==> src/rtl/core/lrm_pkg.sv <==
`timescale 1ns / 1ps
// ----------------------------------------------------------------------------
// lrm_pkg
// Shared widths, register indexes and unit sizes of the loop rate monitor.
// ----------------------------------------------------------------------------
package lrm_pkg;

    // Time stamps and statistics
    localparam int TIME_W   = 63;
    localparam int CNT_W    = 32;
    localparam int AWAKE_W  = 32;
    localparam int FRAC_W   = 16;
    localparam int MEAN_W   = AWAKE_W + FRAC_W;
    localparam int M2_W     = 64;
    localparam int LEVEL_W  = 2;

    // Serial divider: mean delta divided by the step count
    localparam int DIV_W    = MEAN_W;
    localparam int DVS_W    = CNT_W;

    // Chunked multiplier: |delta| * |delta2|
    localparam int MUL_W       = MEAN_W;
    localparam int MUL_CHUNK_W = 16;
    localparam int MUL_CHUNKS  = MUL_W / MUL_CHUNK_W;
    localparam int PP_W        = MUL_W + MUL_CHUNK_W;
    localparam int PROD_W      = 2 * MUL_W;
    localparam int PROD_SHIFT  = 32;

    // Configuration register indexes
    localparam int CFG_IDX_W = 2;
    localparam logic [CFG_IDX_W-1:0] REG_PERIOD  = 2'd0;
    localparam logic [CFG_IDX_W-1:0] REG_WARN    = 2'd1;
    localparam logic [CFG_IDX_W-1:0] REG_ERROR   = 2'd2;
    localparam logic [CFG_IDX_W-1:0] REG_ENFORCE = 2'd3;

    // Overrun classes
    localparam logic [LEVEL_W-1:0] LEVEL_OK    = 2'd0;
    localparam logic [LEVEL_W-1:0] LEVEL_WARN  = 2'd1;
    localparam logic [LEVEL_W-1:0] LEVEL_ERROR = 2'd2;

    // Reset values of the configuration registers
    localparam logic [31:0] PERIOD_RST = 32'd1000000;
    localparam logic [31:0] WARN_RST   = 32'd1000000;
    localparam logic [31:0] ERROR_RST  = 32'd10000000;

endpackage

==> src/rtl/core/lrm_mul.sv <==
`timescale 1ns / 1ps
// ----------------------------------------------------------------------------
// lrm_mul
// Chunked multiplier: one narrow partial product per cycle, then accumulate.
// ----------------------------------------------------------------------------
module lrm_mul
(
    input  logic                        clk,
    input  logic                        rst_n,
    input  logic                        start,
    input  logic [lrm_pkg::MUL_W-1:0]   a,
    input  logic [lrm_pkg::MUL_W-1:0]   b,
    output logic                        done,
    output logic [lrm_pkg::PROD_W-1:0]  product
);

    localparam int CNT_BITS = $clog2(lrm_pkg::MUL_CHUNKS + 1);
    localparam logic [CNT_BITS-1:0] LAST_CNT = CNT_BITS'(lrm_pkg::MUL_CHUNKS);
    localparam int CW = lrm_pkg::MUL_CHUNK_W;

    logic                        busy_reg;
    logic                        done_reg;
    logic [CNT_BITS-1:0]         cnt_reg;
    logic [lrm_pkg::MUL_W-1:0]   a_reg;
    logic [lrm_pkg::MUL_W-1:0]   b_reg;
    logic [lrm_pkg::PP_W-1:0]    pp_reg;
    logic [lrm_pkg::PROD_W-1:0]  acc_reg;

    always_ff @(posedge clk or negedge rst_n)
    begin
        if (!rst_n)
        begin
            busy_reg <= 1'b0;
            done_reg <= 1'b0;
            cnt_reg  <= '0;
        end
        else
        begin
            done_reg <= 1'b0;
            if (start)
            begin
                busy_reg <= 1'b1;
                cnt_reg  <= '0;
            end
            else if (busy_reg)
            begin
                cnt_reg <= cnt_reg + 1'b1;
                if (cnt_reg == LAST_CNT)
                begin
                    busy_reg <= 1'b0;
                    done_reg <= 1'b1;
                end
            end
        end
    end

    // Take b from its top chunk down; the accumulate adds pp_reg, registered in the cycle before
    always_ff @(posedge clk)
    begin
        if (start)
        begin
            a_reg   <= a;
            b_reg   <= b;
            acc_reg <= '0;
        end
        else if (busy_reg)
        begin
            pp_reg <= a_reg * b_reg[lrm_pkg::MUL_W-1 -: CW];
            b_reg  <= b_reg << CW;
            if (cnt_reg != '0)
            begin
                acc_reg <= (acc_reg << CW)
                         + {{(lrm_pkg::PROD_W - lrm_pkg::PP_W){1'b0}}, pp_reg};
            end
        end
    end

    assign done    = done_reg;
    assign product = acc_reg;

endmodule

==> config.mk <==
export PLATFORM = sky130hd
export DESIGN_NAME = lrm_mul
export DESIGN_NICKNAME = d
export VERILOG_FILES = /design/src/rtl/core/lrm_pkg.sv /design/src/rtl/core/lrm_mul.sv
export SDC_FILE = /design/constraint.sdc
export NUM_CORES = 2
export LEC_CHECK = 0
export ABC_AREA = 0
export BUFFER_PORTS_ARGS = -buffer_cell sky130_fd_sc_hd__buf_4
export CAP_MARGIN = 20
export CORE_ASPECT_RATIO = 0.8
export CORE_MARGIN = 2
export CORE_UTILIZATION = 61
export CTS_CLUSTER_DIAMETER = 200
export CTS_CLUSTER_SIZE = 14
export DETAILED_ROUTE_END_ITERATION = 10
export PLACE_DENSITY_LB_ADDON = 0.3
export RECOVER_POWER = 100
export SYNTH_ARGS = -nofsm -noshare
export SYNTH_HDL_FRONTEND = slang
export SYNTH_SLANG_ARGS = --single-unit
export TNS_END_PERCENT = 50
==> constraint.sdc <==
create_clock -name clk -period 7.6 [get_ports clk]
set_input_delay 0.76 -clock clk [delete_from_list [all_inputs] [get_ports clk]]
set_output_delay 0.76 -clock clk [all_outputs]
set_load 0.01 [all_outputs]
==> impl_metrics.csv <==
group,metric,value,unit
synthesis,syn-num-nets,4928,
synthesis,synthTopCellsByArea,"fa_1 35%, edfxtp_1 13%, inv_1 7.6%",
layout,finalInstanceArea,38900,µm²
clock_network,root_buffer,"clkbuf_16",
routing,wire_per_inst,19.6,µm
synthesis,ys.warnings.count,0,
die,die-area,61700,µm²
grt,met1_usage,44.9,%
synthesis,synthCells,4000,
routing,initialDrtViolationCount,2614,
sta,fin_worst_skew,0.0282,ns
outcome,status,"complete, but fails checks",
sta,worstMarginPinSlew,6.28,ns
worst_setup_path,regToRegEndpoint,"pp_reg[62]",
synthesis,synthFlopType,"edfxtp_1",
sta,setup_viol,0,
synthesis,synthArstFlopShare,1.54,%
layout,syn2layout_area_growth,6.81,%
routing,post_drt_via_cell_ratio,5.75,
worst_setup_path,r2r_setup_slack,0.26,ns
clock_network,cts.sink_count,260,
hold_path,hold_class,"in -> reg",
placement,hpwl,76700,µm
routing,ant_nets,0,
die,initial_core_util,61.4,%
worst_setup_path,cp-start-kind,"flip-flop",
grt,antenna_found_initial,3,
sta,final.period_utilization,96.6,%
worst_setup_path,cp.arrival,7.65,ns
synthesis,yosys_register_bits,260,
die,num_rows,80,
worst_setup_path,crit_type,"reg -> reg",
clock_network,clock_path_buffers,3,
grt,grt_max_degree,131,
clock_network,clk-insertion-delay-late,0.58,ns
synthesis,synth.distinct_cells,74,
die,chipWidth,277,µm
synthesis,synth-compound-area-share,9.01,%
clock_network,cts_tree,"yes",
synthesis,synth-seq-area-share,18.7,%
synthesis,syn-cell-area,36400,µm²
synthesis,synth_top_family_by_area,"adder cells",
sta,slew_headroom,-318,%
grt,globalRouteTotalUtil,31.4,%
synthesis,yosys-mux-area-fraction,1.11,%
worst_setup_path,required,7.91,ns
sta,whs,0.371,ns
placement,dp_cells,4825,
worst_setup_path,worstReg2RegStart,"b_reg[41]",
synthesis,synth.largest_area_cell,"fa_1",
outcome,violations,"capacitance limit, slew limit",
grt,busiest_layer,"met2",
layout,drive_above_1_share,5.61,%
grt,grt_pass1_wl,153000,µm
grt,use_met2,50.9,%
worst_setup_path,crit_end,"pp_reg[62]",
worst_setup_path,critPathMaxFanout,23,
die,core,59400,µm²
synthesis,synth_xor_area_share,2.60,%
grt,first_global_vias,28100,
run,drv_cap,5,
layout,final_cells,4879,
clock_network,h-tree-depth,1,
sta,min_period,7.34,ns
sta,drv_slew,322,
routing,first_pass_iters,9,
synthesis,netlist.area_leader.share,35.3,%
placement,port_buffers,195,
layout,largest_register_ffs,96,
placement,place_area,38600,µm²
sta,hold_viol,0,
grt,grt_overflow_total,0,
routing,num_vias,28100,
synthesis,syn_avg_cell_area,9.11,µm²
routing,wl,95500,µm
sta,max_clock_freq,136,MHz
synthesis,synth-adder-area-share,41.7,%
placement,gp_congestion,0.942,
routing,drc,0,
worst_setup_path,r2r_cells,22,
worst_setup_path,cp-end-kind,"flip-flop",
clock_network,path_clk_slew,0.09,ns
layout,num-nets-final,5010,
sta,rsz0062_at_grt,"false",
sta,setup_tns,0,ns
die,pin_count,196,
grt,grtUsageMet3,4.02,%
synthesis,yosys.area_share.simple,16.9,%
die,die_y,223,µm
worst_setup_path,critPathLaunch,"b_reg[41]",
clock_network,cts_buffers,22,
synthesis,synth_edf_count,160,
## stage by stage
stage | setup slack, ns | utilization [%]
3_3_place_gp | 0.389 | 65.0
6_report | 0.261 | 65.5
4_1_cts | 0.204 | 66.0
2_1_floorplan | 1.03 | -
5_1_grt | 0.00416 | 65.5
3_5_place_dp | 0.259 | 65.0
## routing by layer
metal	share of wire, %	vias up	routed length (µm)
met2	47	1232	45300
met3	7.8	175	7430
met5	0	-	0
li1	-	12600	-
met1	42	14000	39900
met4	3.0	0	2910
## cell usage after synthesis (all sizes together), types with 39 or more instances
cell type    n
xor2        41
nand3       43
clkbuf     193
inv        742
nand2      702
a211oi      39
and2       289
dfxtp       96
fa         643
a21o        61
xnor2       67
a21oi      168
o21ai       87
edfxtp     160
nor2       104
ha         186
## cells in the final DEF, fill, tap and decap left out, types with 17 or more instances in the layout
master,netlist,final
inv_1,742,742
nand2_1,702,702
fa_1,643,643
and2_1,289,270
ha_1,186,186
a21oi_1,168,168
edfxtp_1,160,160
clkbuf_1,192,121
buf_4,0,115
nor2_1,104,104
dfxtp_1,96,96
o21ai_0,71,72
xnor2_1,67,67
a21o_1,61,61
clkbuf_4,0,46
nand3_1,43,43
xor2_1,41,41
a211oi_1,39,39
nand4_1,33,33
nor3_1,25,25
mux2_2,34,24
clkbuf_16,0,22
o21bai_1,20,20
and2_0,0,19
and3_1,18,18
or3_1,18,18
nand2b_1,18,17
## critical path: stages, from the launching register on
cell	delay [ns]
edfxtp_1	0.64
buf_4	0.24
buf_4	0.22
buf_4	0.32
nand2_1	0.12
fa_1	0.52
inv_1	0.05
fa_1	0.49
fa_1	0.58
fa_1	0.43
fa_1	0.48
inv_1	0.05
fa_1	0.58
inv_1	0.07
ha_1	0.45
nand4_1	0.22
nor3_1	0.40
nand2_1	0.13
o21bai_1	0.42
o31ai_1	0.18
o21ba_1	0.25
nand4b_1	0.11
o211ai_1	0.08
## cells by family (layout without fill, tap and decap cells)
group | count (synthesis) | after routing
compound gates | 506 | 506
mux | 36 | 36
flops | 260 | 260
other cells | 0 | 3
simple gates | 1307 | 1307
fa+ha+maj | 829 | 829
xor+xnor | 108 | 108
buf+inv | 954 | 1051
## final cells by class
type                    count  area [µm²]
fillers                  4902       20500
clock buffers              37         607
well taps                 779         975
flip-flops and latches    260        6830
repair buffers            270        1660
multi-input cells        2786       26000
inverters                 742        2790
diodes                      3        7.51
clock inverters             2        25.0
## timing repair
action / in CTS / in global routing
buffers inserted: 0 / 11
endpoints found under the hold margin: 4 / 0
endpoints found under the setup margin: 0 / 9
resized for setup: 0 / 1
hold buffers: 1 / 0
## worst min path at each step
stage / slack (ns) / cells past startpoint / start / end
after floorplan: 0.46 / 0 / rst_n / busy_reg
after global placement: 0.47 / 2 / product[8] / product[8]
after detailed placement: 0.48 / 2 / product[42] / product[42]
after CTS: 0.33 / 1 / a[32] / a_reg[32]
after global routing: 0.36 / 1 / a[32] / a_reg[32]
final: 0.37 / 1 / a[32] / a_reg[32]
Power is left out: the tool's default activity adds up to more than one toggle a clock period on the data nets, which glitch-free logic cannot reach.
