## src/rtl/core/lrm_pkg.sv

```systemverilog
`timescale 1ns / 1ps
// ----------------------------------------------------------------------------
// lrm_pkg
// Shared widths, register indexes and unit sizes of the loop rate monitor.
// ----------------------------------------------------------------------------
package lrm_pkg;

    // Time stamps and statistics
    localparam int TIME_W   = 63;
    localparam int CNT_W    = 32;
    localparam int AWAKE_W  = 32;
    localparam int FRAC_W   = 16;
    localparam int MEAN_W   = AWAKE_W + FRAC_W;
    localparam int M2_W     = 64;
    localparam int LEVEL_W  = 2;

    // Serial divider: mean delta divided by the step count
    localparam int DIV_W    = MEAN_W;
    localparam int DVS_W    = CNT_W;

    // Chunked multiplier: |delta| * |delta2|
    localparam int MUL_W       = MEAN_W;
    localparam int MUL_CHUNK_W = 16;
    localparam int MUL_CHUNKS  = MUL_W / MUL_CHUNK_W;
    localparam int PP_W        = MUL_W + MUL_CHUNK_W;
    localparam int PROD_W      = 2 * MUL_W;
    localparam int PROD_SHIFT  = 32;

    // Configuration register indexes
    localparam int CFG_IDX_W = 2;
    localparam logic [CFG_IDX_W-1:0] REG_PERIOD  = 2'd0;
    localparam logic [CFG_IDX_W-1:0] REG_WARN    = 2'd1;
    localparam logic [CFG_IDX_W-1:0] REG_ERROR   = 2'd2;
    localparam logic [CFG_IDX_W-1:0] REG_ENFORCE = 2'd3;

    // Overrun classes
    localparam logic [LEVEL_W-1:0] LEVEL_OK    = 2'd0;
    localparam logic [LEVEL_W-1:0] LEVEL_WARN  = 2'd1;
    localparam logic [LEVEL_W-1:0] LEVEL_ERROR = 2'd2;

    // Reset values of the configuration registers
    localparam logic [31:0] PERIOD_RST = 32'd1000000;
    localparam logic [31:0] WARN_RST   = 32'd1000000;
    localparam logic [31:0] ERROR_RST  = 32'd10000000;

endpackage

```

## src/rtl/core/lrm_div.sv

```systemverilog
`timescale 1ns / 1ps
// ----------------------------------------------------------------------------
// lrm_div
// Radix-2 restoring divider, one quotient bit per cycle.
// ----------------------------------------------------------------------------
module lrm_div
(
    input  logic                        clk,
    input  logic                        rst_n,
    input  logic                        start,
    input  logic [lrm_pkg::DIV_W-1:0]   dividend,
    input  logic [lrm_pkg::DVS_W-1:0]   divisor,
    output logic                        done,
    output logic [lrm_pkg::DIV_W-1:0]   quotient
);

    localparam int CNT_BITS = $clog2(lrm_pkg::DIV_W);
    localparam logic [CNT_BITS-1:0] LAST_CNT = CNT_BITS'(lrm_pkg::DIV_W - 1);

    logic                        busy_reg;
    logic                        done_reg;
    logic [CNT_BITS-1:0]         cnt_reg;
    logic [lrm_pkg::DVS_W-1:0]   rem_reg;
    logic [lrm_pkg::DVS_W-1:0]   dvs_reg;
    logic [lrm_pkg::DIV_W-1:0]   quo_reg;

    logic [lrm_pkg::DVS_W:0]     trial;
    logic [lrm_pkg::DVS_W:0]     diff;
    logic                        fits;

    assign trial = {rem_reg, quo_reg[lrm_pkg::DIV_W-1]};
    assign diff  = trial - {1'b0, dvs_reg};
    assign fits  = (trial >= {1'b0, dvs_reg});

    always_ff @(posedge clk or negedge rst_n)
    begin
        if (!rst_n)
        begin
            busy_reg <= 1'b0;
            done_reg <= 1'b0;
            cnt_reg  <= '0;
        end
        else
        begin
            done_reg <= 1'b0;
            if (start)
            begin
                busy_reg <= 1'b1;
                cnt_reg  <= '0;
            end
            else if (busy_reg)
            begin
                cnt_reg <= cnt_reg + 1'b1;
                if (cnt_reg == LAST_CNT)
                begin
                    busy_reg <= 1'b0;
                    done_reg <= 1'b1;
                end
            end
        end
    end

    // Shift the dividend out at the top, the quotient in at the bottom
    always_ff @(posedge clk)
    begin
        if (start)
        begin
            rem_reg <= '0;
            dvs_reg <= divisor;
            quo_reg <= dividend;
        end
        else if (busy_reg)
        begin
            rem_reg <= fits ? diff[lrm_pkg::DVS_W-1:0] : trial[lrm_pkg::DVS_W-1:0];
            quo_reg <= {quo_reg[lrm_pkg::DIV_W-2:0], fits};
        end
    end

    assign done     = done_reg;
    assign quotient = quo_reg;

endmodule

```

## config.mk

```make
export PLATFORM = sky130hd
export DESIGN_NAME = lrm_div
export DESIGN_NICKNAME = d
export VERILOG_FILES = /design/src/rtl/core/lrm_pkg.sv /design/src/rtl/core/lrm_div.sv
export SDC_FILE = /design/constraint.sdc
export NUM_CORES = 1
export LEC_CHECK = 0
export ABC_AREA = 1
export ABC_CLOCK_PERIOD_IN_PS = 6700
export BUFFER_PORTS_ARGS = -buffer_cell sky130_fd_sc_hd__buf_2
export CAP_MARGIN = 20
export CORE_ASPECT_RATIO = 0.5
export CORE_UTILIZATION = 40
export CTS_CLUSTER_DIAMETER = 200
export DETAILED_ROUTE_END_ITERATION = 6
export PLACE_DENSITY = 0.6
export SLEW_MARGIN = 20
export SYNTH_ARGS = -nofsm -noshare
export SYNTH_HDL_FRONTEND = slang
export SYNTH_SLANG_ARGS = --single-unit
```

## constraint.sdc

```tcl
create_clock -name clk -period 6.7 [get_ports clk]
set_clock_uncertainty 0.15 [all_clocks]
set_input_delay 0.67 -clock clk [delete_from_list [all_inputs] [get_ports clk]]
set_output_delay 0.67 -clock clk [all_outputs]
set_load 0.05 [all_outputs]
```

==> qor.txt, run 1 <==
STATUS
--------------------------------------------------------------------------------------
Outcome ................................................................. complete, no violations

GLOBAL ROUTING
--------------------------------------------------------------------------------------
Tot GR Track Use ........................................................        22.5%
First-pass GRT wire length ..............................................      33.9 mm
Initial antenna violation count .........................................            3
Via count of the first global-routing pass ..............................         6603
Global route total overflow .............................................            0
Pin count of the biggest net entering global routing ....................           56

YOSYS
--------------------------------------------------------------------------------------
Number of unique standard cell types used by synthesis ..................           37
Netlist area before placement ...........................................    7570 um^2
Net count after synthesis ...............................................         1181
Number of synthesized register bits .....................................          120
Synthesized instance count ..............................................         1064
Synthesis Warnings ......................................................            0
Mean cell area of the mapped netlist ....................................    7.12 um^2
Top post-synthesis cells by area ........................................ edfxtp_1, nand2_1, inv_1
Share of the yosys chip area belonging to registers .....................        42.8%
Area share of the largest cell type after synthesis .....................        31.7%
Most area-hungry cell type in the Yosys netlist .........................     edfxtp_1

WORST SETUP PATH
--------------------------------------------------------------------------------------
Required @ worst endpoint ...............................................      6910 ps
CP Data Arrival Time ....................................................      3270 ps
Maximum fanout encountered on the critical timing path ..................           32
Internal reg-to-reg setup slack .........................................      3630 ps
Capturing point of the worst reg2reg path ............................... rem_reg[19]$_SDFFE_PP0P_
Startpoint of the most critical register-to-register path ............... dvs_reg[16]$_DFFE_PP_
CP startpoint kind ......................................................    flip-flop
Depth of the worst register-to-register path ............................           14
Classification of the worst setup path .................................. flip-flop to flip-flop
Critical path endpoint category .........................................    flip-flop

HOLD PATH
--------------------------------------------------------------------------------------
Class of the worst hold path ............................................ input pin to flip-flop
Worst hold path startpoint ..............................................  divisor[11]
Endpoint of the worst hold path ......................................... dvs_reg[11]$_DFFE_PP_
Instance count along the most critical hold path ........................            1

CLOCK TREE
--------------------------------------------------------------------------------------
Clock slew at the register clock pins of the worst setup and hold paths .        70 ps
Total number of clock tree sinks ........................................          120
Setup Fix Bufs, Post-CTS ................................................            0
Skew-Pair Late Insertion Delay ..........................................       430 ps
Number of clock buffers inserted by TritonCTS ...........................           17
Clock Tree Root .........................................................    clkbuf_16
H-tree Lvls .............................................................            4
CTS tree ................................................................         done
Deepest clock path buffer count .........................................            2

PLACE
--------------------------------------------------------------------------------------
DP Worst Slack ..........................................................      3670 ps
Post-DP HPWL ............................................................      15.5 mm
Port bufs ...............................................................          131
Routability cong. .......................................................        0.962

DRT
--------------------------------------------------------------------------------------
Vias per cell ...........................................................         4.71
Routed Wire Length ......................................................      20.9 mm
Wire length per cell ....................................................      14.2 um
Detailed-router iteration count before antenna repair ...................            5
Number of design rule violations left after detail routing ..............            0
Final ANT Viol Nets .....................................................            0
1st-iter DRT viols ......................................................          482
Overall via count from detail_route .....................................         6921

TIMING
--------------------------------------------------------------------------------------
Tightest Pin Transition .................................................       897 ps
Peak Freq ...............................................................      326 MHz
Final clock period utilization by the worst path ........................        45.8%
Final-layout worst hold slack ...........................................       264 ps
Rel. slew slack .........................................................        40.1%
Final setup slack of the worst path .....................................      3630 ps
Post-layout minimum cycle time ..........................................      3070 ps
Summed negative setup slack over all endpoints ..........................         0 ps
Final number of hold-violating endpoints ................................            0
Final setup violating endpoints .........................................            0
Final count of pins violating max slew ..................................            0
Setup repair after global routing missed its margin .....................        false

FINAL LAYOUT
--------------------------------------------------------------------------------------
Number of flip-flops under the largest register name ....................           48
Number of nets in the final layout ......................................         1311
Register area ...........................................................    3240 um^2
Layout overhead on the synthesized area .................................        20.3%
Most frequent standard cell in the layout excluding fill and tap cells ..      nand2_1
Number of inserted filler cells in the final layout .....................         1971
Commonest cells after routing, fill and taps aside ...................... nand2_1, inv_1, buf_2, edfxtp_1, nand3_1
Share of post-route cells with drive strength above 1 ...................        15.8%
Footprint of the multi-input gates ......................................    3500 um^2

FLOORPLAN
--------------------------------------------------------------------------------------
Die footprint ...........................................................   19500 um^2
Count of pins on the block boundary .....................................          132
Die width ...............................................................       197 um
Row count ...............................................................           35
Initial cell density of the core ........................................        41.0%
Core ar. ................................................................   18500 um^2
Height of the die .......................................................      99.3 um

POWER AND IR DROP
--------------------------------------------------------------------------------------
Worst supply voltage drop on vdd ........................................     0.197 mV
Leakage component of the power ..........................................      4.93 nW
Power density over the cells ............................................  367 nW/um^2

RUN
--------------------------------------------------------------------------------------
Number of maximum-capacitance constraint violations .....................            0

## cell type report
class,count,area share [%]
clock inverters,14,2.14
flip-flops and latches,120,35.6
inverters,186,7.66
repair buffers,137,7.75
clock buffers,18,4.82
multi-input cells,732,38.4
well taps,259,3.56
diodes,2,0.0549
## cell usage after synthesis
cell type	count
nor2_1	47
clkbuf_1	13
nand2_2	6
o21a_1	2
buf_2	6
nor4_1	1
dfxtp_1	32
clkinv_1	2
o21ai_0	9
nand2_1	459
nor2_2	4
nand3b_1	15
o21ai_1	10
buf_4	1
nor3_1	6
inv_1	183
buf_8	1
a31oi_1	1
xor2_1	1
a22o_1	1
nand2_4	1
inv_2	1
ha_1	33
a21oi_1	23
fa_1	1
nor2_4	2
buf_6	3
nand3_1	74
edfxtp_1	80
xnor2_1	13
nand3_2	8
and2_1	3
dfrtp_1	8
buf_1	2
o21bai_1	3
nand4_1	8
a21oi_2	1
## metrics by stage
step	power [mW]	std cells	utilization, %	cell area (um^2)
after floorplan	2.03	1064	-	7570
after CTS	3.36	1466	49.3	9100
after global routing	3.58	1466	49.3	9100
final	3.34	1468	49.3	9110
after detailed placement	2.34	1433	45.8	8460
after global placement	2.33	1433	45.8	8460
## per-layer routing
metal / up-vias / global-route usage, % / part of all wire (%)
li1: 3565 / - / -
met1: 3142 / 32.7 / 53
met4: 2 / 5.90 / 1.4
met3: 27 / 5.15 / 5.7
met5: - / 0 / 0.048
met2: 185 / 33.5 / 40
## power by group
group	internal (mW)	switching, mW
sequential	0.910	0.0699
clock	0.634	0.368
combinational	0.451	0.907
total	2.00	1.34
## cells by family (layout without fill, tap and decap cells)
family	after synthesis	in the layout	share of synthesized area (%)
DFF	120	120	42.8
buffers and inverters	212	355	11.1
xor gates and xnor gates	14	14	1.62
and+or+nand+nor	634	634	35.2
adders and majority gates	34	34	5.72
AOI/OAI and AO/OA	50	50	3.58
other	0	2	0
## repair_timing
action,4_1_cts,5_1_grt
hold endpoints to repair,8,0
gates resized for setup,0,0
hold buffers,1,0
setup endpoints to repair,0,0
## worst max-delay path: stages (launching register included)
cell and delay [ps]:
edfxtp_1 370, inv_1 80, ha_1 280, nand2_1 160, nor2_1 110, nand2_1 140
nor2_2 70, nand2_2 90, nor2_4 40, nor2_4 530, buf_4 330, nand2_4 290
nand2_1 200, nand3_1 80, nand2_1 90
## worst max-delay path by stage
stage,start,end,depth (start not counted)
2_1_floorplan,start,quotient[0]$_DFFE_PP_,4
3_3_place_gp,start,quotient[0]$_DFFE_PP_,5
3_5_place_dp,rem_reg[28]$_SDFFE_PP0P_,rem_reg[18]$_SDFFE_PP0P_,13
4_1_cts,dvs_reg[16]$_DFFE_PP_,rem_reg[18]$_SDFFE_PP0P_,14
5_1_grt,dvs_reg[19]$_DFFE_PP_,rem_reg[0]$_SDFFE_PP0P_,16
6_report,dvs_reg[16]$_DFFE_PP_,rem_reg[19]$_SDFFE_PP0P_,14
Note: power is estimated with default switching activity, not from simulation.
==> run 2, diff against run 1 <==
- ABC_CLOCK_PERIOD_IN_PS: 6700 -> 2700
- PLACE_DENSITY: 0.6 -> 0.63
- clock period: 6.7 -> 2.7 ns (I/O delays scaled with it)
==> run 2 against run 1 <==
Clock power grew to 2.6 times the previous value. Via count rose by 5.5%. Cell count is 5.8% higher. Non-clock buffer count rose by 87. Design area is 9.9% higher. Count of clock-buffer cells in the layout unchanged. Wire length rose by 5.9%. Combinational power grew to 2.6 times the previous value. Global-route usage is 0.82 points higher. Sequential cell count unchanged. Maximum frequency grew 25%. Largest cell class unchanged. Largest power group unchanged.
==> qor.txt, run 2 (synthesis gave the netlist of run 1 again) <==
GLOBAL ROUTING
--------------------------------------------------------------------------------------
Tot GR Track Use ........................................................        23.3%
Via count of the first global-routing pass ..............................         7071
Pin count of the biggest net entering global routing ....................           57
First-pass GRT wire length ..............................................      35.4 mm
Initial antenna violation count .........................................            0
Global route total overflow .............................................            0

FLOORPLAN
--------------------------------------------------------------------------------------
Die footprint ...........................................................   19500 um^2
Height of the die .......................................................      99.3 um
Initial cell density of the core ........................................        41.0%
Row count ...............................................................           35
Die width ...............................................................       197 um
Core ar. ................................................................   18500 um^2
Count of pins on the block boundary .....................................          132

WORST SETUP PATH
--------------------------------------------------------------------------------------
Worst stage delay on the critical path ..................................       400 ps
Slowest stage cell, crit path ...........................................         fa_1
Classification of the worst setup path .................................. flip-flop to flip-flop
Top Family by Delay on Critical Path .................................... simple AND/OR/NAND/NOR gates
Most prevalent standard cell on the critical path .......................      nand2_1
Maximum fanout encountered on the critical timing path ..................            5
Critical path endpoint category .........................................    flip-flop
Depth of the worst register-to-register path ............................           15
CP startpoint kind ......................................................    flip-flop
Cells along the critical path ........................................... inv_1 > ha_1 > fa_1 > inv_1 > nand3_1 > nand3_1 > nand2_1 > nand2_1 > nand2_1 > nand2_1 > nand2_1 > nand3_1 > nand3_2 > nand2_1 > nand2_1
Total number of cells along the worst setup path ........................           15
Required @ worst endpoint ...............................................      2870 ps
Number of buffer and inverter instances along the worst setup path ......            2
CP Data Arrival Time ....................................................      2630 ps

FINAL LAYOUT
--------------------------------------------------------------------------------------
Layout overhead on the synthesized area .................................        32.2%
Share of post-route cells with drive strength above 1 ...................        15.6%
Most frequent standard cell in the layout excluding fill and tap cells ..      nand2_1
Number of nets in the final layout ......................................         1398
Commonest cells after routing, fill and taps aside ...................... nand2_1, inv_1, buf_2, edfxtp_1, dlygate4sd3_1
Final antenna diode count ...............................................            0
Number of flip-flops under the largest register name ....................           48

CLOCK TREE
--------------------------------------------------------------------------------------
Skew-Pair Late Insertion Delay ..........................................       420 ps
Clock Tree Root .........................................................    clkbuf_16
Setup Fix Bufs, Post-CTS ................................................            0
Number of clock buffers inserted by TritonCTS ...........................           17
Deepest clock path buffer count .........................................            2
Total number of clock tree sinks ........................................          120
H-tree Lvls .............................................................            4
Clock slew at the register clock pins of the worst setup and hold paths .        60 ps
CTS tree ................................................................         done

POWER AND IR DROP
--------------------------------------------------------------------------------------
Leakage component of the power ..........................................      5.32 nW
Worst supply voltage drop on vdd ........................................     0.479 mV
Power density over the cells ............................................  858 nW/um^2
Total Power .............................................................      8.59 mW

HOLD PATH
--------------------------------------------------------------------------------------
Instance count along the most critical hold path ........................            3
Class of the worst hold path ............................................ input pin to flip-flop

TIMING
--------------------------------------------------------------------------------------
Setup repair after global routing missed its margin .....................        false
Tightest Pin Transition .................................................       932 ps
Final clock period utilization by the worst path ........................        91.1%
Post-layout minimum cycle time ..........................................      2460 ps
Rel. slew slack .........................................................        37.9%
Summed negative setup slack over all endpoints ..........................         0 ps
Final setup slack of the worst path .....................................       240 ps
Peak Freq ...............................................................      407 MHz
Final setup violating endpoints .........................................            0
Final count of pins violating max slew ..................................            0
Final number of hold-violating endpoints ................................            0

DRT
--------------------------------------------------------------------------------------
Vias per cell ...........................................................         4.70
Routed Wire Length ......................................................      22.1 mm
Number of design rule violations left after detail routing ..............            0
1st-iter DRT viols ......................................................          471
Overall via count from detail_route .....................................         7300
Wire length per cell ....................................................      14.2 um
Final ANT Viol Nets .....................................................            0
Detailed-router iteration count before antenna repair ...................            5

PLACE
--------------------------------------------------------------------------------------
Port bufs ...............................................................          131
DP Worst Slack ..........................................................       229 ps
Post-DP HPWL ............................................................      15.6 mm
Routability cong. .......................................................        0.972

RUN
--------------------------------------------------------------------------------------
Number of maximum-capacitance constraint violations .....................            0

STATUS
--------------------------------------------------------------------------------------
Outcome ................................................................. complete, no violations

run 2: final cells by class:
| cell class | instances | area, um^2 |
|---|---|---|
| Clock inverter | 14 | 221 |
| Timing Repair Buffer | 224 | 1600 |
| Inverter | 186 | 698 |
| Clock buffer | 18 | 429 |
| Multi-Input combinational cell | 732 | 3500 |
| Sequential cell | 120 | 3240 |
| Tap cell | 259 | 324 |
| Fill cell | 1816 | 8470 |
run 2: final timing paths:
| kind | startpoint | to | slack [ps] |
|---|---|---|---|
| setup / recovery | quotient[47]$_DFFE_PP_ | rem_reg[30]$_SDFFE_PP0P_ | 240 |
| hold / removal | dividend[30] | quotient[30]$_DFFE_PP_ | 30 |
| setup reg to reg | quotient[47]$_DFFE_PP_ | rem_reg[30]$_SDFFE_PP0P_ | 240 |
| hold reg to reg | rem_reg[14]$_SDFFE_PP0P_ | rem_reg[14]$_SDFFE_PP0P_ | 320 |
| max in group asynchronous | rst_n | cnt_reg[0]$_DFFE_PN0P_ | 2130 |
| min in group asynchronous | rst_n | cnt_reg[1]$_DFFE_PN0P_ | 80 |
run 2: report_power, final:
group	internal [mW]	switching (mW)	leakage [nW]
logic	1.29	2.30	3.80
registers	2.26	0.172	1.21
clock network	1.65	0.922	0.308
run 2: timing repair:
action / 4_1_cts / 5_1_grt
endpoints found under the hold margin: 86 / 0
hold buffers: 79 / 0
endpoints found under the setup margin: 0 / 14
resized for setup: 0 / 3
run 2: routing by layer:
layer / share of wire [%] / vias up / GRT usage [%]
li1: - / 3728 / -
met1: 49 / 3320 / 31.8
met2: 44 / 235 / 37.6
met3: 6.7 / 17 / 6.14
met4: 0.87 / 0 / 4.41
met5: 0 / - / 0
run 2: through the flow:
step	util (%)	hold WS [ps]	area, um^2	std cells
2_1_floorplan	-	-176	7580	1064
3_3_place_gp	46.3	-19.9	8560	1442
3_5_place_dp	46.3	-19.1	8560	1442
4_1_cts	54.1	14.6	10000	1553
5_1_grt	54.2	24.8	10000	1553
6_report	54.2	27.9	10000	1553
run 2: worst reg2reg max path, stage by stage (launching register included):
cell and delay (ps):
edfxtp_1 340, inv_1 60, ha_1 220, fa_1 400, inv_1 90, nand3_1 70, nand3_1 210, nand2_1 80
nand2_1 170, nand2_1 80, nand2_1 140, nand2_1 90, nand3_1 100, nand3_2 70, nand2_1 60, nand2_1 40
